--- config.mk ---
export PLATFORM = sky130hd
export DESIGN_NAME = ndr_ctrl
export DESIGN_NICKNAME = d
export VERILOG_FILES = /design/src/rtl/ndr_pkg.sv /design/src/rtl/ndr_ctrl.sv
export SDC_FILE = /design/constraint.sdc
export NUM_CORES = 1
export LEC_CHECK = 0
export CORE_MARGIN = 2
export CORE_UTILIZATION = 60
export DETAILED_ROUTE_END_ITERATION = 8
export DONT_BUFFER_PORTS = 1
export HOLD_SLACK_MARGIN = 0.03
export PLACE_DENSITY = 0.76
export SYNTH_ARGS = -nofsm -noshare
export SYNTH_HDL_FRONTEND = slang
export SYNTH_SLANG_ARGS = --single-unit
--- constraint.sdc ---
create_clock -name clk -period 3.9 [get_ports clk]
set_clock_uncertainty 0.15 [all_clocks]
set_input_delay 0.585 -clock clk [delete_from_list [all_inputs] [get_ports clk]]
set_output_delay 0.585 -clock clk [all_outputs]
set_load 0.01 [all_outputs]
--- src/rtl/ndr_pkg.sv ---
// Shared types, codes and defaults for the N-dimensional descriptor ring.
package ndr_pkg;

  localparam int RING_DEPTH_DEF = 256;
  localparam int MAX_DIMS_DEF   = 4;
  localparam int CNT_W          = 60;
  localparam int PEND_W         = 48;

  localparam logic [2:0] FN_RESERVE = 3'd0;
  localparam logic [2:0] FN_WRITE   = 3'd1;
  localparam logic [2:0] FN_COMMIT  = 3'd2;
  localparam logic [2:0] FN_ADVANCE = 3'd3;
  localparam logic [2:0] FN_QUERY   = 3'd4;

  typedef struct packed {
    logic [2:0]  func;
    logic [2:0]  dim_count;
    logic [2:0]  word_index;
    logic [63:0] word_value;
    logic [1:0]  dim_sel;
    logic [47:0] count_value;
  } in_word_t;

  typedef struct packed {
    logic        accepted;
    logic [2:0]  cur_dims;
    logic [63:0] offset;
    logic [59:0] remaining_count;
    logic [63:0] dim_stride;
    logic [47:0] pend_bytes;
  } out_word_t;

  typedef enum logic [4:0] {
    OP_NOP,
    OP_LOAD,
    OP_RESV,
    OP_WRITE,
    OP_COMMIT,
    OP_CAP_W0,
    OP_CAP_W1,
    OP_MUL_FAC,
    OP_FAC_DONE,
    OP_R_DIM,
    OP_ADV_UPD,
    OP_CARRY,
    OP_R_LVL,
    OP_ADD_POS0,
    OP_MUL_POS,
    OP_SUM_DONE,
    OP_Q_REM,
    OP_Q_STR,
    OP_PUSH
  } dp_op_t;

  typedef enum logic [2:0] {
    RD_W0,
    RD_W1,
    RD_FAC,
    RD_DIM,
    RD_STR,
    RD_LVL,
    RD_SUMSTR
  } rd_sel_t;

  typedef struct packed {
    dp_op_t  op;
    logic    rd_en;
    rd_sel_t rd_sel;
  } ctrl_cmd_t;

  typedef struct packed {
    logic [2:0] func;
    logic       dsel_bad;
    logic       dsel_zero;
    logic       fac_done;
    logic       i_zero;
    logic       sum_done;
    logic       adv_full;
    logic       carry_eq;
    logic       lvl_ge_act;
    logic       mul_done;
  } dp_stat_t;

endpackage

--- src/rtl/ndr_ctrl.sv ---
// Sequencer for the descriptor ring: walks each operation through the datapath.
module ndr_ctrl (
  input  logic               clk,
  input  logic               rst_n,
  input  logic               in_valid,
  output logic               in_ready,
  output logic               out_valid,
  input  logic               out_ready,
  input  ndr_pkg::dp_stat_t  stat,
  output ndr_pkg::ctrl_cmd_t cmd
);
  import ndr_pkg::*;

  typedef enum logic [21:0] {
    S_IDLE   = 22'd1 << 0,
    S_DISP   = 22'd1 << 1,
    S_A_W0   = 22'd1 << 2,
    S_A_CHKD = 22'd1 << 3,
    S_A_FAC  = 22'd1 << 4,
    S_A_FACW = 22'd1 << 5,
    S_A_MUL  = 22'd1 << 6,
    S_A_RDR  = 22'd1 << 7,
    S_A_RW   = 22'd1 << 8,
    S_A_UPD  = 22'd1 << 9,
    S_A_CHK  = 22'd1 << 10,
    S_A_CNX  = 22'd1 << 11,
    S_A_CRW  = 22'd1 << 12,
    S_Q_W0   = 22'd1 << 13,
    S_Q_W1   = 22'd1 << 14,
    S_Q_SUM  = 22'd1 << 15,
    S_Q_SW   = 22'd1 << 16,
    S_Q_SM   = 22'd1 << 17,
    S_Q_REM  = 22'd1 << 18,
    S_Q_RW   = 22'd1 << 19,
    S_Q_SW2  = 22'd1 << 20,
    S_FIN    = 22'd1 << 21
  } state_t;

  state_t state_r, state_nxt;
  logic   out_valid_r, out_valid_nxt;

  always_comb begin
    state_nxt     = state_r;
    cmd.op        = OP_NOP;
    cmd.rd_en     = 1'b0;
    cmd.rd_sel    = RD_W0;
    out_valid_nxt = out_valid_r && !out_ready;
    case (state_r)
      S_IDLE: begin
        if (in_valid) begin
          cmd.op    = OP_LOAD;
          state_nxt = S_DISP;
        end
      end
      S_DISP: begin
        state_nxt = S_FIN;
        case (stat.func)
          FN_RESERVE: cmd.op = OP_RESV;
          FN_WRITE:   cmd.op = OP_WRITE;
          FN_COMMIT:  cmd.op = OP_COMMIT;
          FN_ADVANCE: begin
            cmd.rd_en = 1'b1; cmd.rd_sel = RD_W0; state_nxt = S_A_W0;
          end
          FN_QUERY: begin
            cmd.rd_en = 1'b1; cmd.rd_sel = RD_W0; state_nxt = S_Q_W0;
          end
          default: ;
        endcase
      end
      S_A_W0: begin
        cmd.op = OP_CAP_W0; state_nxt = S_A_CHKD;
      end
      S_A_CHKD: state_nxt = stat.dsel_bad ? S_FIN : S_A_FAC;
      S_A_FAC: begin
        if (stat.fac_done) state_nxt = S_A_RDR;
        else if (stat.i_zero) begin
          cmd.op = OP_MUL_FAC; state_nxt = S_A_MUL;
        end else begin
          cmd.rd_en = 1'b1; cmd.rd_sel = RD_FAC; state_nxt = S_A_FACW;
        end
      end
      S_A_FACW: begin
        cmd.op = OP_MUL_FAC; state_nxt = S_A_MUL;
      end
      S_A_MUL: begin
        if (stat.mul_done) begin
          cmd.op = OP_FAC_DONE; state_nxt = S_A_FAC;
        end
      end
      S_A_RDR: begin
        if (stat.dsel_zero) begin
          cmd.op = OP_R_DIM; state_nxt = S_A_UPD;
        end else begin
          cmd.rd_en = 1'b1; cmd.rd_sel = RD_DIM; state_nxt = S_A_RW;
        end
      end
      S_A_RW: begin
        cmd.op = OP_R_DIM; state_nxt = S_A_UPD;
      end
      S_A_UPD: begin
        cmd.op    = OP_ADV_UPD;
        state_nxt = stat.adv_full ? S_FIN : S_A_CHK;
      end
      S_A_CHK: begin
        if (stat.carry_eq) begin
          cmd.op = OP_CARRY; state_nxt = S_A_CNX;
        end else state_nxt = S_FIN;
      end
      S_A_CNX: begin
        if (stat.lvl_ge_act) state_nxt = S_FIN;
        else begin
          cmd.rd_en = 1'b1; cmd.rd_sel = RD_LVL; state_nxt = S_A_CRW;
        end
      end
      S_A_CRW: begin
        cmd.op = OP_R_LVL; state_nxt = S_A_CHK;
      end
      S_Q_W0: begin
        cmd.op = OP_CAP_W0; cmd.rd_en = 1'b1; cmd.rd_sel = RD_W1; state_nxt = S_Q_W1;
      end
      S_Q_W1: begin
        cmd.op = OP_CAP_W1; state_nxt = S_Q_SUM;
      end
      S_Q_SUM: begin
        if (stat.sum_done) state_nxt = S_Q_REM;
        else if (stat.i_zero) cmd.op = OP_ADD_POS0;
        else begin
          cmd.rd_en = 1'b1; cmd.rd_sel = RD_SUMSTR; state_nxt = S_Q_SW;
        end
      end
      S_Q_SW: begin
        cmd.op = OP_MUL_POS; state_nxt = S_Q_SM;
      end
      S_Q_SM: begin
        if (stat.mul_done) begin
          cmd.op = OP_SUM_DONE; state_nxt = S_Q_SUM;
        end
      end
      S_Q_REM: begin
        if (stat.dsel_bad) state_nxt = S_FIN;
        else if (stat.dsel_zero) begin
          cmd.op = OP_Q_REM; state_nxt = S_FIN;
        end else begin
          cmd.rd_en = 1'b1; cmd.rd_sel = RD_DIM; state_nxt = S_Q_RW;
        end
      end
      S_Q_RW: begin
        cmd.op = OP_Q_REM; cmd.rd_en = 1'b1; cmd.rd_sel = RD_STR; state_nxt = S_Q_SW2;
      end
      S_Q_SW2: begin
        cmd.op = OP_Q_STR; state_nxt = S_FIN;
      end
      S_FIN: begin
        if (!out_valid_r || out_ready) begin
          cmd.op        = OP_PUSH;
          out_valid_nxt = 1'b1;
          state_nxt     = S_IDLE;
        end
      end
      default: state_nxt = S_IDLE;
    endcase
  end

  always_ff @(posedge clk) begin
    if (!rst_n) begin
      state_r     <= S_IDLE;
      out_valid_r <= 1'b0;
    end else begin
      state_r     <= state_nxt;
      out_valid_r <= out_valid_nxt;
    end
  end

  assign in_ready  = (state_r == S_IDLE);
  assign out_valid = out_valid_r;
endmodule

### Word-level counts from Yosys, hierarchy flattened

Index checks and enable logic that the tools add are counted.

* bits in registers: 23
* latch bits: 0
* memory bits (writable): 0
* memory bits (read-only): 0
* output and inout bits: 11
* word-level logic and storage cells: 80
* memories: 0

* add/sub/neg operators: 0
* $mul: 0
* div/mod/pow operators: 0
* order comparisons: 0
* eq/ne operators: 31
* shift-type cells: 0
* mux-type cells: 39
* bitwise operators: 0
* reductions and logical operators: 8

Operator list (number)
* 22-bit one-hot mux with 22 select lines: 1
* 22-bit two-way mux: 13
* 5-bit one-hot mux with 19 select lines: 1
* 22-bit one-hot mux with 2 select lines: 1
* 4-bit two-way mux: 10
* 4-bit one-hot mux with 8 select lines: 1
* 22-bit by 1-bit == test with 1-bit output (second input constant): 1
* 22-bit by 10-bit == test with 1-bit output (second input constant): 1
* 22-bit by 11-bit == test with 1-bit output (second input constant): 1
* 22-bit by 12-bit == test with 1-bit output (second input constant): 1
* 22-bit by 13-bit == test with 1-bit output (second input constant): 1
* 22-bit by 14-bit == test with 1-bit output (second input constant): 1
* 22-bit by 15-bit == test with 1-bit output (second input constant): 1
* 22-bit by 16-bit == test with 1-bit output (second input constant): 1
* 22-bit by 17-bit == test with 1-bit output (second input constant): 1
* 22-bit by 18-bit == test with 1-bit output (second input constant): 1
* 22-bit by 19-bit == test with 1-bit output (second input constant): 1
* 22-bit by 2-bit == test with 1-bit output (second input constant): 1
* 22-bit by 20-bit == test with 1-bit output (second input constant): 1
* 22-bit by 21-bit == test with 1-bit output (second input constant): 1
* 22-bit == test (second input constant): 1
* 22-bit by 3-bit == test with 1-bit output (second input constant): 1
* 22-bit by 4-bit == test with 1-bit output (second input constant): 1
* 22-bit by 5-bit == test with 1-bit output (second input constant): 1
* 22 further kinds: 33

### Longest topological paths before layout

Gate-level depths: netlist of run 1.

* depth in word-level cells: 4
* depth in mapped cells: 9

### Worst setup path after synthesis of run 1

No wires, ideal clock.

* path kind: reg-to-output
* from: register state_r[20]
* to: output port cmd[2] (netlist bit)
* data arrival time: 2025 ps
* setup slack: 1140 ps
* cell stages (with the launch flop): 6
* path buffers: 1
* cells stage by stage: dfxtp_1 clkbuf_1 or4_1 nor3_1 nand3_1 o311ai_0

RTL lines
* from (decl): RTL line ndr_ctrl.sv:39 `state_t state_r, state_nxt;`
* from (signal assigned): RTL line ndr_ctrl.sv:169 `state_r <= state_nxt;`
* to (decl): RTL line ndr_ctrl.sv:10 `output ndr_pkg::ctrl_cmd_t cmd`

==> results of run 1 <==
[layout make-up]
| cell class | instances | area share |
|---|---|---|
| inverter | 9 | 0.0186 |
| sequential | 23 | 0.254 |
| timing repair buffer | 1 | 0.00414 |
| clock buffer | 4 | 0.0145 |
| tap | 31 | 0.0214 |
| multi-input combinational | 182 | 0.687 |
[cells by family after synthesis]
| logic type | Yosys count | synth area share |
|---|---|---|
| xor+xnor | 2 | 0.00987 |
| flops | 23 | 0.259 |
| compound gates | 45 | 0.199 |
| buf+inv | 14 | 0.0388 |
| simple gates | 135 | 0.493 |
[cell usage after synthesis (all sizes together) (3+ instances only)]
library cell / number / share of area
nand4: 6 / 0.021
inv: 8 / 0.017
nand3: 8 / 0.025
a2111oi: 3 / 0.022
nor4b: 3 / 0.018
nor3b: 3 / 0.013
o22ai: 4 / 0.014
nor3: 11 / 0.037
nand2b: 6 / 0.021
nor2: 24 / 0.051
buf: 3 / 0.016
a221oi: 3 / 0.018
nor2b: 10 / 0.035
dfxtp: 23 / 0.26
a21oi: 5 / 0.014
nand4b: 3 / 0.015
or4: 6 / 0.027
nor4: 15 / 0.089
nand2: 17 / 0.036
and3: 7 / 0.027
nand3b: 3 / 0.013
o21ai: 6 / 0.017
a211oi: 11 / 0.049
[metal layers]
metal	vias to the layer above	routed length [µm]	part of all wire	track usage
met4	0	182	0.034	0.156
li1	856	-	-	-
met3	15	624	0.12	0.0505
met1	862	2130	0.40	0.456
met2	146	2380	0.45	0.510
met5	-	0	0	0
[cell usage in the layout (no fill, tap or decap), types with 3 or more instances in the layout]
master | synthesis | routed
and3_1 | 6 | 6
dfxtp_1 | 23 | 23
nand4_1 | 6 | 6
nor2b_1 | 10 | 10
o21ai_0 | 6 | 6
nand2_1 | 17 | 17
o22ai_1 | 4 | 4
a21oi_1 | 5 | 5
nor4_4 | 3 | 3
nor4_1 | 9 | 9
nand2b_1 | 6 | 6
a211oi_1 | 10 | 10
nand4b_1 | 3 | 3
nor3b_1 | 3 | 3
nand3b_1 | 3 | 3
inv_1 | 8 | 8
clkbuf_4 | 0 | 3
nor4_2 | 3 | 3
nor3_1 | 9 | 9
or4_1 | 5 | 5
nand3_1 | 7 | 7
nor2_1 | 24 | 24
[worst max-delay path: stages (launching register included)]
cell	delay, ns
dfxtp_1	0.39
nor4_2	0.56
nand3_2	0.37
a2111oi_0	0.52
buf_4	0.23
a2111o_1	0.14
a31oi_1	0.06
nand3_1	0.14
[state kept, by name, indices dropped and copies added, names as in the netlist]
signal	count
out_valid	1
state_r	22
[where the power goes]
part           internal, mW  switching [mW]  leakage [nW]  total (mW)
logic                0.0483           0.101         0.473       0.149
registers             0.240         0.00897         0.186       0.249
clock network        0.0402          0.0791        0.0150       0.119
[worst max-delay path by stage]
stage                     slack [ns]                     start                        to  cells past startpoint
after floorplan                 1.14  state_r[20]$_SDFFE_PN0P_                    cmd[2]                      5
after global placement          0.90   state_r[0]$_SDFFE_PN1P_  state_r[13]$_SDFFE_PN0P_                      6
after detailed placement        0.92   state_r[0]$_SDFFE_PN1P_                    cmd[6]                      7
after CTS                       0.53   state_r[0]$_SDFFE_PN1P_                    cmd[6]                      7
after global routing            0.32   state_r[0]$_SDFFE_PN1P_                    cmd[6]                      7
final                           0.43   state_r[0]$_SDFFE_PN1P_                    cmd[6]                      7
==> qor.csv, run 1 <==
stage;metric;value;unit
setup_path;Setup crit end kind;output port;
route;routed wire length;5.32;mm
hold_path;hold wc startpoint;stat[5];
setup_path;RR Endpoint;state_r[13]$_SDFFE_PN0P_;
place;Post-Place Worst Slack;0.917;ns
flow_run;Max Cap Violations;0;
setup_path;Setup CP Type;reg2out;
layout;fillers;246;
hold_path;worst hold path endpoint;state_r[16]$_SDFFE_PN0P_;
layout;multi-input logic area;1250;µm²
sta;measured slew at the worst slew-check pin;0.676;ns
layout;final instance area;1810;µm²
place;HPWL Detailed;4.11;mm
clock_tree;Post-CTS Setup Inserts;0;
clock_tree;cts bufs inserted;3;
clock_tree;clk root buf;clkbuf_4;
sta;Peak Freq;288;MHz
clock_tree;CTS Sinks;23;
logic_synthesis;EDFF count, synth;0;
place;GP Congestion;0.997;
global_routing;largest net degree at the start of global routing;18;
sta;Final setup viols;0;
logic_synthesis;count of different cell masters after synthesis;57;
die;die height;58.4;µm
hold_path;Hold Crit Depth;1;
layout;Inserted Diodes;0;
logic_synthesis;Avg Inst Size Synth;8.11;µm²
layout;layout cells sized above 1;0.119;
sta;Worst slew margin;0.548;
setup_path;FF-to-FF path depth;6;
layout;Nets;236;
die;row cnt;19;
global_routing;vias in the first global route;1787;
clock_tree;clk buf depth;2;
clock_tree;post-cts resize count;0;
global_routing;initial antenna violation count;0;
die;core region area;2780;µm²
hold_path;worst min path class;in2reg;
sta;Final Hold Violating Endpoints;0;
layout;Non-Filler Instances;250;
setup_path;CP startpoint kind;register;
route;router iterations before antenna repair;4;
clock_tree;post-cts hold buffer count;0;
layout;FF+latch area;460;µm²
global_routing;first-pass GRT wire length;8.63;mm
sta;max-slew violations;0;
route;Vias per Instance;7.52;
setup_path;largest fanout on the critical path;12;
sta;RSZ-0062 raised after global routing;no;
logic_synthesis;Async SR Flop Fraction;0;
global_routing;Tot GR Track Use;0.332;
sta;Tmin final;3.47;ns
place;placed cell areas;1790;µm²
logic_synthesis;main flop type after synthesis;dfxtp_1;
power_and_ir_drop;leakage;0.674;nW
clock_tree;CTS tree;built;
clock_tree;Reg clk slew, reported paths;0.13;ns
route;antenna-violating nets left;0;
logic_synthesis;Mapped Area;1780;µm²
clock_tree;H-tree lvl count;1;
layout;Synth-to-Final Area Change;2.11;%
sta;setup ws final;0.426;ns
setup_path;R2R Path Start;state_r[0]$_SDFFE_PN1P_;
setup_path;Arr. time, crit path;2.74;ns
setup_path;CP required;3.16;ns
status;outcome;complete, no violations;
logic_synthesis;Post-Syn Instances;219;
route;initial DRC count;170;
place;Port Buffers;0;
die;Die Footprint;3410;µm²
die;Initial Util;0.638;
setup_path;R2R setup slack;0.87;ns
layout;Layout Utilization;0.652;
sta;Post-Route Setup TNS;0;ns
sta;crit share post-route;0.891;
power_and_ir_drop;Power Density;286;nW/µm²
die;die width;58.4;µm
logic_synthesis;Seq cells post-synth;23;
route;Vias;1879;
route;DR DRC count;0;
power_and_ir_drop;peak supply drop;0.237;mV
logic_synthesis;synth warn;0;
logic_synthesis;register area share after synthesis;0.259;
power_and_ir_drop;Design Power;518;µW
logic_synthesis;Syn Nets;235;
place;Cells after DPL;246;
die;Top Ports;27;
route;WL per Instance;21.3;µm
global_routing;grt ovf;0;
clock_tree;clk_lat worst skew;0.33;ns
sta;worst hold slack;0.159;ns
No activity file was read; power rests on OpenSTA's default activity.
==> inputs of run 2 (changes only) <==
--- a/config.mk
+++ b/config.mk
@@ -10,6 +10,7 @@
 export DETAILED_ROUTE_END_ITERATION = 8
 export DONT_BUFFER_PORTS = 1
 export HOLD_SLACK_MARGIN = 0.03
+export MAX_ROUTING_LAYER = met4
 export PLACE_DENSITY = 0.76
 export SYNTH_ARGS = -nofsm -noshare
 export SYNTH_HDL_FRONTEND = slang
==> run 2 against run 1 <==
Sequential power barely moved. Utilization did not move. Critical path depth fell by 1. Count of clock-buffer cells in the layout did not move. Highest routed layer unchanged. Combinational power barely moved. Final cell count did not move. Largest power group unchanged. Largest cell class unchanged. Register-to-register slack barely moved. Flip-flop and latch count did not move.
==> qor.csv, run 2 (synthesized netlist as in run 1, its figures left out) <==
stage;metric;value;unit;change
status;outcome;complete, no violations;;unchanged
die;core region area;2780;µm²;unchanged
setup_path;Setup crit end kind;output port;;unchanged
sta;Final Hold Violating Endpoints;0;;unchanged
setup_path;Arr. time, crit path;2.67;ns;was 2.74 ns
sta;RSZ-0062 raised after global routing;no;;unchanged
power_and_ir_drop;leakage;0.674;nW;unchanged
die;Top Ports;27;;unchanged
layout;fillers;261;;was 246
hold_path;worst min path class;in2reg;;unchanged
clock_tree;Post-CTS Setup Inserts;0;;unchanged
die;die height;58.4;µm;unchanged
global_routing;first-pass GRT wire length;9.05;mm;was 8.63 mm
layout;commonest non-fill, non-tap cell in the layout;nor2_1;;unchanged
route;Vias;1883;;was 1879
route;antenna-violating nets left;0;;unchanged
place;GP Congestion;1.00;;was 0.997
clock_tree;H-tree lvl count;1;;unchanged
global_routing;Tot GR Track Use;0.357;;was 0.332
die;row cnt;19;;unchanged
die;die width;58.4;µm;unchanged
layout;Nets;236;;unchanged
clock_tree;Reg clk slew, reported paths;0.13;ns;about the same
clock_tree;clk root buf;clkbuf_4;;unchanged
global_routing;vias in the first global route;1896;;was 1787
clock_tree;clk_lat worst skew;0.32;ns;was 0.33 ns
global_routing;largest net degree at the start of global routing;18;;unchanged
route;Vias per Instance;7.53;;was 7.52
setup_path;Setup CP Type;reg2out;;unchanged
layout;most frequent cells in the layout;24 x nor2_1, 23 x dfxtp_1, 17 x nand2_1, 10 x nor2b_1, 10 x a211oi_1;;unchanged
power_and_ir_drop;Power Density;286;nW/µm²;about the same
setup_path;R2R setup slack;0.88;ns;was 0.87 ns
hold_path;hold wc startpoint;stat[5];;unchanged
route;initial DRC count;164;;was 170
setup_path;largest fanout on the critical path;12;;unchanged
route;routed wire length;5.44;mm;was 5.32 mm
layout;layout cells sized above 1;0.119;;unchanged
layout;Synth-to-Final Area Change;2.11;%;unchanged
layout;multi-input logic area;1250;µm²;unchanged
sta;Tmin final;3.40;ns;was 3.47 ns
setup_path;FF-to-FF path depth;6;;unchanged
sta;Peak Freq;294;MHz;was 288 MHz
clock_tree;post-cts resize count;0;;unchanged
power_and_ir_drop;peak supply drop;0.270;mV;was 0.237 mV
hold_path;Hold Crit Depth;1;;unchanged
global_routing;grt ovf;0;;unchanged
hold_path;worst hold path endpoint;state_r[5]$_SDFFE_PN0P_;;was state_r[16]$_SDFFE_PN0P_
route;router iterations before antenna repair;5;;was 4
global_routing;initial antenna violation count;0;;unchanged
layout;Inserted Diodes;0;;unchanged
setup_path;RR Endpoint;state_r[13]$_SDFFE_PN0P_;;unchanged
clock_tree;clk buf depth;2;;unchanged
place;Port Buffers;0;;unchanged
sta;measured slew at the worst slew-check pin;0.645;ns;was 0.676 ns
layout;FF+latch area;460;µm²;unchanged
place;HPWL Detailed;4.19;mm;was 4.11 mm
flow_run;Max Cap Violations;0;;unchanged
sta;crit share post-route;0.872;;was 0.891
sta;Post-Route Setup TNS;0;ns;unchanged
sta;Worst slew margin;0.564;;was 0.548
sta;max-slew violations;0;;unchanged
setup_path;CP required;3.16;ns;about the same
route;DR DRC count;0;;unchanged
clock_tree;post-cts hold buffer count;0;;unchanged
place;placed cell areas;1790;µm²;unchanged
clock_tree;CTS Sinks;23;;unchanged
die;Die Footprint;3410;µm²;unchanged
clock_tree;cts bufs inserted;3;;unchanged
route;WL per Instance;21.8;µm;was 21.3 µm
clock_tree;CTS tree;built;;unchanged
setup_path;R2R Path Start;state_r[0]$_SDFFE_PN1P_;;unchanged
setup_path;CP startpoint kind;register;;unchanged
layout;final instance area;1810;µm²;unchanged
sta;Final setup viols;0;;unchanged
die;Initial Util;0.638;;unchanged
layout;most flop-heavy register;state_r;;unchanged
layout;max FFs per register;22;;unchanged
run 2: cell type report:
type | count | area share
Timing Repair Buffer | 1 | 0.00414
Sequential cell | 23 | 0.254
Clock buffer | 4 | 0.0145
Tap cell | 31 | 0.0214
Multi-Input combinational cell | 182 | 0.687
Inverter | 9 | 0.0186
run 2: how the worst max path moves through the flow:
stage	startpoint	cells past startpoint	end	slack (ns)
2_1_floorplan	state_r[20]$_SDFFE_PN0P_	5	cmd[2]	1.14
3_3_place_gp	state_r[0]$_SDFFE_PN1P_	6	state_r[13]$_SDFFE_PN0P_	0.91
3_5_place_dp	state_r[19]$_SDFFE_PN0P_	4	cmd[2]	0.95
4_1_cts	state_r[18]$_SDFFE_PN0P_	4	cmd[2]	0.58
5_1_grt	state_r[18]$_SDFFE_PN0P_	6	cmd[1]	0.36
6_report	state_r[0]$_SDFFE_PN1P_	6	cmd[7]	0.50
run 2: metal layers:
| metal | vias to the layer above | global-route usage | share of wire | wire (µm) |
|---|---|---|---|---|
| met5 | - | - | 0 | 0 |
| met3 | 23 | 0.0703 | 0.13 | 693 |
| met2 | 148 | 0.526 | 0.44 | 2380 |
| met1 | 853 | 0.470 | 0.40 | 2160 |
| met4 | 0 | 0.163 | 0.039 | 212 |
| li1 | 859 | - | - | - |
run 2: metrics by stage:
step           worst slack, ns  instances   util  hold slack, ns  total power, mW
4_1_cts                  0.579        250  0.652           0.168            0.511
3_3_place_gp             0.910        246  0.642           0.393            0.398
3_5_place_dp             0.952        246  0.642           0.404            0.399
2_1_floorplan             1.14        219      -           0.363            0.377
5_1_grt                  0.357        250  0.652           0.163            0.535
6_report                 0.498        250  0.652           0.165            0.519
run 2: where the power goes:
part / leakage (nW) / total, mW / switching, mW / internal (mW)
sequential: 0.186 / 0.249 / 0.00886 / 0.240
clock: 0.0150 / 0.118 / 0.0783 / 0.0401
combinational: 0.473 / 0.151 / 0.103 / 0.0483
run 2: worst max-delay path, stage by stage (launching register included):
cell	delay (ns)
dfxtp_1	0.39
nor4_2	0.56
nand3_2	0.37
nor4_1	0.56
and2_1	0.22
nor3b_1	0.06
nand4b_1	0.18
==> inputs of run 3 (changes only) <==
--- a/config.mk
+++ b/config.mk
@@ -5,12 +5,10 @@
 export SDC_FILE = /design/constraint.sdc
 export NUM_CORES = 1
 export LEC_CHECK = 0
-export CORE_MARGIN = 2
 export CORE_UTILIZATION = 60
 export DETAILED_ROUTE_END_ITERATION = 8
 export DONT_BUFFER_PORTS = 1
 export HOLD_SLACK_MARGIN = 0.03
-export MAX_ROUTING_LAYER = met4
 export PLACE_DENSITY = 0.76
 export SYNTH_ARGS = -nofsm -noshare
 export SYNTH_HDL_FRONTEND = slang
==> run 3 against run 2 <==
Sequential power hardly changed. Utilization is 0.27 points lower. Count of clock-buffer cells in the layout stayed put. Final cell count is 0.40% lower. Via count is 0.74% lower. Clock power hardly changed. Critical path depth stayed put. Register-to-register slack better by 0.14 ns. Worst hold slack worse by 0.0037 ns. Flip-flop and latch count stayed put. Routed wire length is 2.4% lower. First-iteration DRC count is 5.5% lower. Largest cell class unchanged. Largest power group unchanged. Highest routed layer unchanged.
==> qor.csv, run 3 (synthesized netlist as in run 1, its figures left out) <==
stage;metric;value;unit;change
power_and_ir_drop;leakage;0.669;nW;was 0.674 nW
global_routing;initial antenna violation count;0;;unchanged
clock_tree;CTS tree;built;;unchanged
power_and_ir_drop;Switch Pwr;188;µW;was 190 µW
setup_path;Setup CP Type;reg2out;;unchanged
place;Port Buffers;0;;unchanged
layout;commonest non-fill, non-tap cell in the layout;nor2_1;;unchanged
setup_path;Crit-path slowest cell;or4_1;;was nor4_2
global_routing;Tot GR Track Use;0.351;;was 0.357
global_routing;vias in the first global route;1761;;was 1896
layout;most frequent cells in the layout;24 x nor2_1, 23 x dfxtp_1, 17 x nand2_1, 10 x nor2b_1, 10 x a211oi_1;;unchanged
layout;Layout Utilization;0.649;;was 0.652
sta;Post-Route Setup TNS;0;ns;unchanged
die;core region area;2780;µm²;unchanged
flow_run;Max Cap Violations;0;;unchanged
route;initial DRC count;155;;was 164
power_and_ir_drop;peak supply drop;0.209;mV;was 0.270 mV
die;die width;56.4;µm;was 58.4 µm
route;DR DRC count;0;;unchanged
route;Vias;1869;;was 1883
setup_path;worst path cell trace;or4_1 > nor3_1 > nand3_1 > nor4_1 > o21bai_1 > nand4_1;;was nor4_2 > nand3_2 > nor4_1 > and2_1 > nor3b_1 > nand4b_1
clock_tree;post-cts hold buffer count;0;;unchanged
route;routed wire length;5.31;mm;was 5.44 mm
clock_tree;Reg clk slew, reported paths;0.14;ns;was 0.13 ns
layout;Synth-to-Final Area Change;1.69;%;was 2.11%
layout;fillers;267;;was 261
layout;final instance area;1810;µm²;about the same
route;antenna-violating nets left;0;;unchanged
place;placed cell areas;1780;µm²;was 1790 µm²
power_and_ir_drop;Seq pwr share;0.483;;was 0.481
setup_path;largest fanout on the critical path;6;;was 12
die;Die Footprint;3180;µm²;was 3410 µm²
power_and_ir_drop;switch share;0.363;;was 0.366
sta;Final Hold Violating Endpoints;0;;unchanged
power_and_ir_drop;clock share of power;0.235;;was 0.228
power_and_ir_drop;Cell Int Power;329;µW;about the same
sta;measured slew at the worst slew-check pin;0.987;ns;was 0.645 ns
setup_path;CP startpoint kind;register;;unchanged
sta;Worst slew margin;0.325;;was 0.564
die;Initial Util;0.638;;unchanged
die;row cnt;19;;unchanged
global_routing;largest net degree at the start of global routing;18;;unchanged
sta;max-slew violations;0;;unchanged
clock_tree;Post-CTS Setup Inserts;0;;unchanged
sta;crit share post-route;0.934;;was 0.872
layout;layout cells sized above 1;0.115;;was 0.119
clock_tree;CTS Sinks;23;;unchanged
clock_tree;clk buf depth;2;;unchanged
clock_tree;post-cts resize count;0;;unchanged
clock_tree;cts bufs inserted;3;;unchanged
sta;Tmin final;3.64;ns;was 3.40 ns
route;met2 routed WL;2.31;mm;was 2.38 mm
route;WL per Instance;21.3;µm;was 21.8 µm
setup_path;CP required;3.16;ns;about the same
clock_tree;H-tree lvl count;1;;unchanged
sta;Final setup viols;0;;unchanged
route;router iterations before antenna repair;5;;unchanged
status;outcome;complete, no violations;;unchanged
die;die height;56.4;µm;was 58.4 µm
sta;Peak Freq;274;MHz;was 294 MHz
global_routing;grt ovf;0;;unchanged
power_and_ir_drop;Design Power;516;µW;was 519 µW
setup_path;Setup crit end kind;output port;;unchanged
sta;RSZ-0062 raised after global routing;no;;unchanged
hold_path;worst min path class;in2reg;;unchanged
layout;FF+latch area;460;µm²;unchanged
place;HPWL Detailed;4.12;mm;was 4.19 mm
setup_path;WP buf/inv;0;;unchanged
route;WL met1;2.19;mm;was 2.16 mm
layout;Nets;235;;was 236
power_and_ir_drop;Power Density;286;nW/µm²;about the same
layout;max FFs per register;22;;unchanged
route;top layer reached by signal wires;met4;;unchanged
route;met3 routed WL;604;µm;was 693 µm
layout;most flop-heavy register;state_r;;unchanged
clock_tree;clk root buf;clkbuf_4;;unchanged
layout;multi-input logic area;1250;µm²;unchanged
place;GP Congestion;0.999;;was 1.00
setup_path;Slowest Stage Delay on Critical Path;0.63;ns;was 0.56 ns
route;Vias per Instance;7.51;;was 7.53
layout;Inserted Diodes;0;;unchanged
clock_tree;clk_lat worst skew;0.33;ns;was 0.32 ns
die;Top Ports;27;;unchanged
power_and_ir_drop;combinational share of power;0.282;;was 0.291
global_routing;first-pass GRT wire length;8.52;mm;was 9.05 mm
setup_path;cell family with most CP delay;simple AND/OR/NAND/NOR gates;;unchanged
setup_path;Arr. time, crit path;2.91;ns;was 2.67 ns
[run 3: cell count changes in the layout (fill, tap and decap cells not counted)]
cell / previous run / this run
buf_4: 1 / 0
[run 3: power by group through the flow]
stage | clock network (mW) | registers [mW] | logic (mW)
2_1_floorplan | 0 | 0.252 | 0.125
3_3_place_gp | 0 | 0.253 | 0.140
3_5_place_dp | 0 | 0.254 | 0.140
4_1_cts | 0.119 | 0.249 | 0.141
5_1_grt | 0.125 | 0.251 | 0.155
6_report | 0.121 | 0.250 | 0.146
[run 3: through the flow]
stage / worst slack, ns / instances / hold slack, ns
after floorplan: 1.14 / 219 / 0.363
after global placement: 0.751 / 245 / 0.394
after detailed placement: 0.706 / 245 / 0.402
after CTS: 0.349 / 249 / 0.157
after global routing: 0.156 / 249 / 0.157
final: 0.256 / 249 / 0.161
[run 3: layer usage]
metal  track usage  vias to the layer above
met5             0                        -
met4         0.181                        0
met3        0.0737                       20
met2         0.534                      130
met1         0.467                      859
li1              -                      860
[run 3: final timing paths]
path	cells past startpoint	endpoint	slack (ns)	startpoint
worst max-delay path	6	cmd[3]	0.26	state_r[18]$_SDFFE_PN0P_
worst min-delay path	1	state_r[5]$_SDFFE_PN0P_	0.16	stat[5]
worst max register to register	5	state_r[13]$_SDFFE_PN0P_	1.02	state_r[12]$_SDFFE_PN0P_
worst min register to register	2	out_valid$_SDFF_PN0_	0.42	out_valid$_SDFF_PN0_
[run 3: layout make-up]
cell class | instances | area share
clock buffers | 4 | 0.0146
inverters | 9 | 0.0187
flip-flops and latches | 23 | 0.255
well taps | 31 | 0.0215
multi-input cells | 182 | 0.690
